==> src/hw/rtl/fcd_pkg.sv <==
// ----------------------------------------------------------------------------
// fcd_pkg
// Shared constants, codes and controller/datapath interface types for the
// fuzzy cluster distance block.
// ----------------------------------------------------------------------------
package fcd_pkg;

  localparam int MAX_OBJECTS_DEF  = 64;
  localparam int MAX_CLUSTERS_DEF = 8;

  localparam int REQ_W      = 2;
  localparam int ROW_W      = 6;
  localparam int VAL_W      = 32;
  localparam int MEMB_W     = 17;
  localparam int MEMB_ONE   = 65536;
  localparam int CLU_W      = 3;
  localparam int CLU_N      = 1 << CLU_W;
  localparam int CCNT_W     = 4;
  localparam int OCNT_W     = 7;
  localparam int STAT_W     = 2;
  localparam int CFG_IDX_W  = 2;
  localparam int CFG_DATA_W = 7;
  localparam int DIV_NUM_W  = 128;
  localparam int DIV_W      = 64;

  localparam logic [REQ_W-1:0] REQ_LOAD_DIST = 2'd0;
  localparam logic [REQ_W-1:0] REQ_LOAD_MEMB = 2'd1;
  localparam logic [REQ_W-1:0] REQ_COMPUTE   = 2'd2;

  localparam logic [STAT_W-1:0] ST_OK       = 2'd0;
  localparam logic [STAT_W-1:0] ST_NEG_ZERO = 2'd1;
  localparam logic [STAT_W-1:0] ST_NA       = 2'd2;
  localparam logic [STAT_W-1:0] ST_EMPTY    = 2'd3;

  localparam logic [CFG_IDX_W-1:0] CFG_ADD_MODE      = 2'd0;
  localparam logic [CFG_IDX_W-1:0] CFG_OBJECT_COUNT  = 2'd1;
  localparam logic [CFG_IDX_W-1:0] CFG_CLUSTER_COUNT = 2'd2;

  localparam logic              ADD_MODE_RST      = 1'b1;
  localparam logic [OCNT_W-1:0] OBJECT_COUNT_RST  = 7'd64;
  localparam logic [CCNT_W-1:0] CLUSTER_COUNT_RST = 4'd8;

  typedef struct packed {
    logic             accept;
    logic             clr_all;
    logic             pass_start;
    logic             var_mode;
    logic [CLU_W-1:0] ca;
    logic [CLU_W-1:0] cb;
    logic             card_wr;
    logic             var_wr;
    logic             ld_a;
    logic             ld_b;
    logic             div_start;
    logic             sqrt_start;
    logic             emit;
    logic             last;
  } cmd_t;

  typedef struct packed {
    logic pass_done;
    logic acc_zero;
    logic pair_empty;
    logic div_done;
    logic mean_ge;
    logic sqrt_done;
  } stat_t;

endpackage

==> src/hw/rtl/fcd_ctrl.sv <==
// ----------------------------------------------------------------------------
// fcd_ctrl
// Controller: walks the variance passes per cluster, then the cluster pairs,
// sequencing cross sums, divisions, square roots and result strobes.
// ----------------------------------------------------------------------------
module fcd_ctrl #(
  parameter int MAX_CLUSTERS = fcd_pkg::MAX_CLUSTERS_DEF
) (
  input  logic                        clk,
  input  logic                        rst_n,
  input  logic                        start,
  input  logic [fcd_pkg::REQ_W-1:0]   in_req_type,
  input  logic [fcd_pkg::CCNT_W-1:0]  cluster_count,
  input  fcd_pkg::stat_t              st,
  output fcd_pkg::cmd_t               cmd,
  output logic                        busy
);
  import fcd_pkg::*;

  typedef enum logic [14:0] {
    S_IDLE  = 15'b000000000000001,
    S_VPASS = 15'b000000000000010,
    S_VRUN  = 15'b000000000000100,
    S_VSQ   = 15'b000000000001000,
    S_VDS   = 15'b000000000010000,
    S_VDIV  = 15'b000000000100000,
    S_PLDA  = 15'b000000001000000,
    S_PLDB  = 15'b000000010000000,
    S_PCHK  = 15'b000000100000000,
    S_PRUN  = 15'b000001000000000,
    S_PDS   = 15'b000010000000000,
    S_PDIV  = 15'b000100000000000,
    S_PCMP  = 15'b001000000000000,
    S_PSQRT = 15'b010000000000000,
    S_EMIT  = 15'b100000000000000
  } state_t;

  state_t             state_r, state_nxt;
  logic [CLU_W-1:0]   ca_r, ca_nxt, cb_r, cb_nxt;
  logic               var_r, var_nxt;
  logic [CCNT_W-1:0]  k;
  logic               last_clu, last_pair;

  assign k = (int'(cluster_count) > MAX_CLUSTERS) ? CCNT_W'(MAX_CLUSTERS) : cluster_count;
  assign last_clu  = ({1'b0, ca_r} == k - 1'b1);
  assign last_pair = last_clu && (cb_r == ca_r - 1'b1);

  always_comb begin
    state_nxt      = state_r;
    ca_nxt         = ca_r;
    cb_nxt         = cb_r;
    var_nxt        = var_r;
    cmd            = '0;
    cmd.ca         = ca_r;
    cmd.cb         = cb_r;
    cmd.var_mode   = var_r;
    cmd.accept     = start && (state_r == S_IDLE);
    busy           = (state_r != S_IDLE);
    case (state_r)
      S_IDLE: begin
        if (cmd.accept && in_req_type == REQ_COMPUTE) begin
          cmd.clr_all = 1'b1;
          if (k >= CCNT_W'(2)) begin
            ca_nxt    = '0;
            cb_nxt    = '0;
            var_nxt   = 1'b1;
            state_nxt = S_VPASS;
          end
        end
      end
      S_VPASS: begin
        cmd.pass_start = 1'b1;
        state_nxt      = S_VRUN;
      end
      S_VRUN: begin
        if (st.pass_done) begin
          state_nxt = S_VSQ;
        end
      end
      S_VSQ: begin
        cmd.card_wr = 1'b1;
        state_nxt   = S_VDS;
      end
      S_VDS, S_VDIV: begin
        if (state_r == S_VDS && !st.acc_zero) begin
          cmd.div_start = 1'b1;
          state_nxt     = S_VDIV;
        end else if (state_r == S_VDS || st.div_done) begin
          cmd.var_wr = 1'b1;
          if (last_clu) begin
            ca_nxt    = CLU_W'(1);
            cb_nxt    = '0;
            var_nxt   = 1'b0;
            state_nxt = S_PLDA;
          end else begin
            ca_nxt    = ca_r + 1'b1;
            cb_nxt    = ca_r + 1'b1;
            state_nxt = S_VPASS;
          end
        end
      end
      S_PLDA: begin
        cmd.ld_a  = 1'b1;
        state_nxt = S_PLDB;
      end
      S_PLDB: begin
        cmd.ld_b  = 1'b1;
        state_nxt = S_PCHK;
      end
      S_PCHK: begin
        if (st.pair_empty) begin
          state_nxt = S_EMIT;
        end else begin
          cmd.pass_start = 1'b1;
          state_nxt      = S_PRUN;
        end
      end
      S_PRUN: begin
        if (st.pass_done) begin
          state_nxt = S_PDS;
        end
      end
      S_PDS: begin
        cmd.div_start = 1'b1;
        state_nxt     = S_PDIV;
      end
      S_PDIV: begin
        if (st.div_done) begin
          state_nxt = S_PCMP;
        end
      end
      S_PCMP: begin
        if (st.mean_ge) begin
          cmd.sqrt_start = 1'b1;
          state_nxt      = S_PSQRT;
        end else begin
          state_nxt = S_EMIT;
        end
      end
      S_PSQRT: begin
        if (st.sqrt_done) begin
          state_nxt = S_EMIT;
        end
      end
      S_EMIT: begin
        cmd.emit = 1'b1;
        cmd.last = last_pair;
        if (last_pair) begin
          state_nxt = S_IDLE;
        end else begin
          if (cb_r == ca_r - 1'b1) begin
            ca_nxt = ca_r + 1'b1;
            cb_nxt = '0;
          end else begin
            cb_nxt = cb_r + 1'b1;
          end
          state_nxt = S_PLDA;
        end
      end
      default: begin
        state_nxt = S_IDLE;
      end
    endcase
  end

  always_ff @(posedge clk) begin
    if (!rst_n) begin
      state_r <= S_IDLE;
      ca_r    <= '0;
      cb_r    <= '0;
      var_r   <= 1'b0;
    end else begin
      state_r <= state_nxt;
      ca_r    <= ca_nxt;
      cb_r    <= cb_nxt;
      var_r   <= var_nxt;
    end
  end

endmodule

==> config.mk <==
export PLATFORM = sky130hd
export DESIGN_NAME = fcd_ctrl
export DESIGN_NICKNAME = d
export VERILOG_FILES = /design/src/hw/rtl/fcd_pkg.sv /design/src/hw/rtl/fcd_ctrl.sv
export SDC_FILE = /design/constraint.sdc
export NUM_CORES = 1
export LEC_CHECK = 0
export BUFFER_PORTS_ARGS = -buffer_cell sky130_fd_sc_hd__buf_2
export CAP_MARGIN = 30
export CORE_MARGIN = 1
export CORE_UTILIZATION = 25
export DETAILED_ROUTE_END_ITERATION = 12
export HOLD_SLACK_MARGIN = 0.08
export RECOVER_POWER = 100
export SLEW_MARGIN = 30
export SYNTH_ARGS = -nofsm -noshare
export SYNTH_HDL_FRONTEND = slang
export SYNTH_SLANG_ARGS = --single-unit
==> constraint.sdc <==
create_clock -name clk -period 3 [get_ports clk]
set_input_delay 0.45 -clock clk [delete_from_list [all_inputs] [get_ports clk]]
set_output_delay 0.45 -clock clk [all_outputs]
set_load 0.005 [all_outputs]
==> results.json, run 1 <==
{
  "status": "completed",
  "rsz0062_at_grt": "false",
  "hold_viol": 0,
  "ant_nets": 0,
  "numCtsBuffers": 3,
  "worst_pin_slew_ps": 726.8,
  "drv_cap": 0,
  "drive_above_1_share": 0.1750,
  "ys_types": 53,
  "synth_compound_area_frac": 0.2101,
  "syn_nets": 226,
  "period_share": 0.9639,
  "die_height_um": 82.79,
  "setup_tns_ps": 0,
  "synth_ff_type": "dfxtp_1",
  "cts_tree": "yes",
  "critPathRequiredTime_ps": 2550,
  "die-area_um2": 6853,
  "hpwlAfterDp_um": 3571,
  "startpoint_type": "flop",
  "grt_use_total": 0.1448,
  "vias": 1698,
  "root_buffer": "clkbuf_8",
  "hp-class": "flop to flop",
  "synthMuxAreaShare": 0,
  "via_per_inst": 5.356,
  "coreArea_um2": 6314,
  "avgSynthCellArea_um2": 7.920,
  "route.detailed.drc": 0,
  "finalMaxSlewViolations": 0,
  "synthArstFlopShare": 0,
  "layout_setup_ws_ps": 108.4,
  "synth_edf_count": 0,
  "grt_pass1_wl_um": 7500,
  "end_kind": "output pin",
  "synth.area.top_cells": "dfxtp_1, ha_1, nand2_1, and2_1, nor2_1",
  "cts_buffer_depth": 2,
  "layout.nets": 262,
  "boundaryPins": 34,
  "clkTransAtPathRegs_ps": 80,
  "power_switching_mw": 0.2735,
  "diodes": 0,
  "placed_cells": 313,
  "drt_pass1_iterations": 4,
  "ys_seq_area_frac": 0.2699,
  "clkLatencyLatePin_ps": 270,
  "crit_path_max_fanout": 9,
  "sw_frac_of_total": 0.3526,
  "critPathKind": "flop to output pin",
  "p_int_mw": 0.5022,
  "place_ws_ps": 245.6,
  "synthAdderAreaFrac": 0.03834,
  "ir_drop_mv": 0.1534,
  "synth_xor_area_frac": 0.07362,
  "fin_skew_ps": 2.902,
  "arrival_ps": 2440,
  "ys_ff_latch": 22,
  "synth_top_family_by_area": "simple AND/OR/NAND/NOR gates",
  "io_buffers": 33,
  "rows": 29,
  "antenna_found_initial": 0,
  "setup_viol": 0,
  "grt_overflow": 0,
  "hold_buffers": 0,
  "clock.fmax_mhz": 345.8,
  "wirelength_um": 4540,
  "p_per_area_nw_per_um2": 402.8,
  "grt_pass1_vias": 1624,
  "synthDominantCellAreaShare": 0.2699,
  "yosysTopAreaCell": "dfxtp_1",
  "gp_congestion": 0.8229,
  "power_frac_comb": 0.331,
  "synth-simple-area-share": 0.3520,
  "yosys_warnings": 0,
  "cts_sinks": 22,
  "drtIter0Drc": 135,
  "leakage_nw": 0.7087,
  "clkPwrFrac": 0.241,
  "maxSlewHeadroom": 0.5118,
  "die_x_um": 82.79,
  "period_minus_slack_ps": 2892,
  "postSynthCellCount": 206,
  "syn_area_um2": 1632,
  "wl_per_cell_um": 14.32,
  "power.share.sequential": 0.428,
  "cts_max_level": 1,
  "start_util": 0.2584,
  "areaGrowthSynthToFinish_pct": 18.02,
  "layout.cells.non_filler": 317,
  "grt_max_degree": 12
}
-- cells in the final DEF, fill, tap and decap left out, types with 7 or more instances in the layout --
master / instances
nand2_1: 16
inv_1: 7
nor4_1: 7
nor3_1: 9
buf_2: 22
clkbuf_1: 14
o21ai_0: 11
nor2_1: 15
dfxtp_1: 20
a21oi_1: 11
-- critical path: stages (launching register included) --
cell	delay, ps
dfxtp_2	370
or4_4	600
or4b_4	550
or2_4	280
inv_4	90
nand3_4	90
inv_2	90
buf_2	110
-- synthesized netlist by cell type (all sizes together), types with 2 or more instances --
cell / n
a211o: 2
a211oi: 3
a21oi: 11
a22oi: 3
a311oi: 2
a31o: 2
and2: 9
and4b: 2
buf: 4
clkbuf: 5
dfxtp: 22
ha: 5
inv: 9
nand2: 16
nand2b: 4
nand3: 6
nand3b: 2
nor2: 15
nor3: 9
nor3b: 4
nor4: 7
nor4b: 4
o211ai: 3
o21a: 3
o21ai: 12
o32ai: 2
or3: 6
or4: 4
or4b: 4
xnor2: 6
xor2: 5
-- logic make-up after synthesis --
family          after synthesis
buf+inv                      19
fa+ha+maj                     5
xor+xnor                     12
compound gates               51
flops                        22
simple gates                 97
-- power groups by stage --
stage          sequential [mW]  combinational [mW]  clock [mW]
2_1_floorplan            0.332               0.164           0
3_5_place_dp             0.338               0.276           0
4_1_cts                  0.331               0.277       0.196
5_1_grt                  0.336               0.289       0.212
3_3_place_gp             0.338               0.274           0
6_report                 0.332               0.257       0.187
-- state kept, by name, summed over array words and instances, names as in the netlist --
| signal | count |
|---|---|
| var_r | 1 |
| cb_r | 3 |
| state_r | 15 |
| ca_r | 3 |
-- area by class of cell --
cell class / instances / area, um^2
sequential: 22 / 442.9
multi-input combinational: 165 / 1112
fill: 701 / 4388
timing repair buffer: 40 / 192.7
inverter: 10 / 40.04
tap: 77 / 96.34
clock buffer: 3 / 41.29
-- stage by stage --
step           hold slack (ps)    util  total power, mW  area, um^2
4_1_cts                  473.3  0.3060           0.8036        1932
5_1_grt                  478.1  0.3050           0.8365        1926
3_3_place_gp             458.3  0.2985           0.6117        1884
2_1_floorplan            448.7       -           0.4967        1632
6_report                 474.9  0.3050           0.7757        1926
3_5_place_dp             465.6  0.2985           0.6132        1884
-- worst paths after layout --
path                   start      end  slack [ps]  cells past startpoint
hold reg to reg        var_r    var_r         470                      2
setup reg to reg  state_r[5]  cb_r[2]         410                      6
setup / recovery  state_r[5]   cmd[0]         110                      7
hold / removal         var_r    var_r         470                      2
-- metal layers --
metal	vias up	part of all wire	global-route usage
met5	-	0	0
met4	0	0.0088	0.04655
met3	4	0.055	0.02514
met2	42	0.50	0.2549
met1	811	0.44	0.1774
li1	841	-	-
-- repair_timing --
| item | 4_1_cts | 5_1_grt |
|---|---|---|
| resized for setup | 2 | 4 |
| pin swaps | 0 | 1 |
| setup buffers | 0 | 1 |
| endpoints found under the setup margin | 1 | 1 |
Note: power is estimated with default switching activity, not from simulation.
==> inputs of run 2 (changes only) <==
- ABC_AREA: not set -> 1
==> results.json, run 2 <==
{
  "hpwlAfterDp_um": 3815,
  "drtIter0Drc": 100,
  "ys_types": 35,
  "largest_register_ffs": 15,
  "fin_skew_ps": 1.358,
  "cts_resized": 0,
  "yosys_warnings": 0,
  "layout.nets": 344,
  "drt_pass1_iterations": 4,
  "diodes": 0,
  "boundaryPins": 34,
  "cts_max_level": 1,
  "crit_path_max_fanout": 4,
  "wl_per_cell_um": 10.77,
  "grt_pass1_vias": 1710,
  "clkTransAtPathRegs_ps": 80,
  "ys_seq_area_frac": 0.2383,
  "placed_cells": 415,
  "ant_nets": 0,
  "period_share": 0.8454,
  "clock.fmax_mhz": 394.3,
  "postSynthCellCount": 290,
  "setup_tns_ps": 0,
  "power_switching_mw": 0.6907,
  "reg.largest.list": "state_r: 15 flops, ca_r: 3 flops, cb_r: 3 flops",
  "end_kind": "output pin",
  "worst_pin_slew_ps": 516.4,
  "synthArstFlopShare": 0,
  "slowest_stage": "nor2_1",
  "syn_area_um2": 1848,
  "finalMaxSlewViolations": 0,
  "cts_buffer_depth": 2,
  "setup_viol": 0,
  "clkLatencyLatePin_ps": 270,
  "synth.area.top_cells": "dfxtp_1, nand2_1, nor2_1, inv_1, nand3_1",
  "avgSynthCellArea_um2": 6.372,
  "final_common_cell": "nand2_1",
  "sw_frac_of_total": 0.4618,
  "ys_ff_latch": 22,
  "cp_slowest_stage_delay_ps": 320,
  "rows": 30,
  "p_int_mw": 0.8048,
  "wirelength_um": 4512,
  "drv_cap": 0,
  "root_buffer": "clkbuf_8",
  "syn_nets": 310,
  "post_cts_buffers": 0,
  "critPathRequiredTime_ps": 2550,
  "reg2reg_depth": 11,
  "die_height_um": 87.98,
  "gp_congestion": 0.8502,
  "cts_tree": "yes",
  "grt_overflow": 0,
  "p_per_area_nw_per_um2": 713.2,
  "die-area_um2": 7740,
  "fill_cells": 803,
  "regMostFlops": "state_r",
  "areaGrowthSynthToFinish_pct": 13.47,
  "antenna_found_initial": 0,
  "period_minus_slack_ps": 2536,
  "drive_above_1_share": 0.1734,
  "clkPwrFrac": 0.190,
  "hold_viol": 0,
  "power_frac_comb": 0.556,
  "yosysMostFrequentCell": "nand2_1",
  "die_x_um": 87.98,
  "hold_buffers": 0,
  "coreArea_um2": 6982,
  "startpoint_type": "input pin",
  "critPathKind": "input pin to output pin",
  "leakage_nw": 1.070,
  "start_util": 0.2647,
  "rsz0062_at_grt": "false",
  "maxSlewHeadroom": 0.6528,
  "synth_common_cells": "nand2_1, nor2_1, inv_1",
  "synth_edf_count": 0,
  "arrival_ps": 2090,
  "route.detailed.drc": 0,
  "hp-class": "input pin to flop",
  "grt_max_degree": 15,
  "vias": 1819,
  "whs_path_depth": 2,
  "numCtsBuffers": 3,
  "status": "completed",
  "via_per_inst": 4.341,
  "synthDominantCellAreaShare": 0.2383,
  "yosysTopAreaCell": "dfxtp_1",
  "grt_pass1_wl_um": 7693,
  "layout.cells.non_filler": 419,
  "grt_use_total": 0.1258,
  "power.share.sequential": 0.254,
  "cts_sinks": 22,
  "path_cells": "buf_2 > nor2_1 > nand2_1 > nand2_1 > nand2_1 > ha_1 > xor2_1 > nand3_1 > nor2_1 > nand3_4 > inv_1 > buf_2",
  "io_buffers": 33,
  "cpMostUsedCell": "nand2_1",
  "final_cell_mix": "nand2_1, nor2_1, inv_1",
  "ir_drop_mv": 0.4048,
  "synth_ff_type": "dfxtp_1"
}
run 2: cell count changes after synthesis, sizes merged, moves of 5 or more:
cell	previous run	this run
nand2	16	76
nor2	15	55
inv	9	45
nand3	6	31
and2	9	0
nor4	7	0
or3	6	0
clkbuf	5	0
run 2: kinds of logic after synthesis:
logic type,count (synthesis),synth area share
compound gates,24,0.07379
xor+xnor,5,0.02370
fa+ha+maj,5,0.03385
buf+inv,52,0.1117
flops,22,0.2383
simple gates,182,0.5186
run 2: worst max-delay path, delay by kind of cell:
kind / cells / cell delay (ps)
simple gates: 7 / 910
buf+inv: 3 / 300
fa+ha+maj: 1 / 290
xor+xnor: 1 / 140
run 2: metal layers:
metal  GRT usage  wire length, um  part of all wire  vias to the layer above
met1      0.1677             2162              0.48                      811
met5           0                0                 0                        -
met2      0.2171             2129              0.47                       31
met4     0.01788               16            0.0035                        0
met3     0.02074              204             0.045                        2
li1            -                -                 -                      975
run 2: worst paths after layout:
| kind | start | to | slack, ps |
|---|---|---|---|
| worst min-delay path | rst_n | state_r[0] | 470 |
| worst max-delay path | cluster_count[1] | cmd[0] | 460 |
| worst max register to register | state_r[12] | cb_r[2] | 710 |
| worst min register to register | var_r | var_r | 490 |
run 2: stage by stage:
step / hold slack, ps / utilization / worst slack [ps] / power (mW) / area, um^2
6_report: 473.2 / 0.3004 / 463.9 / 1.496 / 2097
3_3_place_gp: 477.5 / 0.3022 / 608.4 / 1.287 / 2110
5_1_grt: 478.1 / 0.3004 / 253.7 / 1.649 / 2097
2_1_floorplan: 449.9 / - / 911.8 / 1.098 / 1848
4_1_cts: 473.7 / 0.3124 / 504.7 / 1.588 / 2181
3_5_place_dp: 496.7 / 0.3022 / 562.9 / 1.305 / 2110
run 2: cell type report:
| type | instances | area, um^2 | area share |
|---|---|---|---|
| repair buffers | 33 | 155.1 | 0.07399 |
| well taps | 96 | 120.1 | 0.05728 |
| multi-input cells | 216 | 1127 | 0.5376 |
| inverters | 48 | 182.7 | 0.08711 |
| clock buffers | 3 | 41.29 | 0.01969 |
| clock inverters | 1 | 30.03 | 0.01432 |
| flip-flops and latches | 22 | 440.4 | 0.2100 |
run 2: power groups by stage:
stage	combinational, mW	clock, mW	sequential [mW]
after floorplan	0.718	0	0.381
after global placement	0.900	0	0.387
after detailed placement	0.916	0	0.388
after CTS	0.919	0.288	0.381
after global routing	0.960	0.299	0.390
final	0.831	0.284	0.381
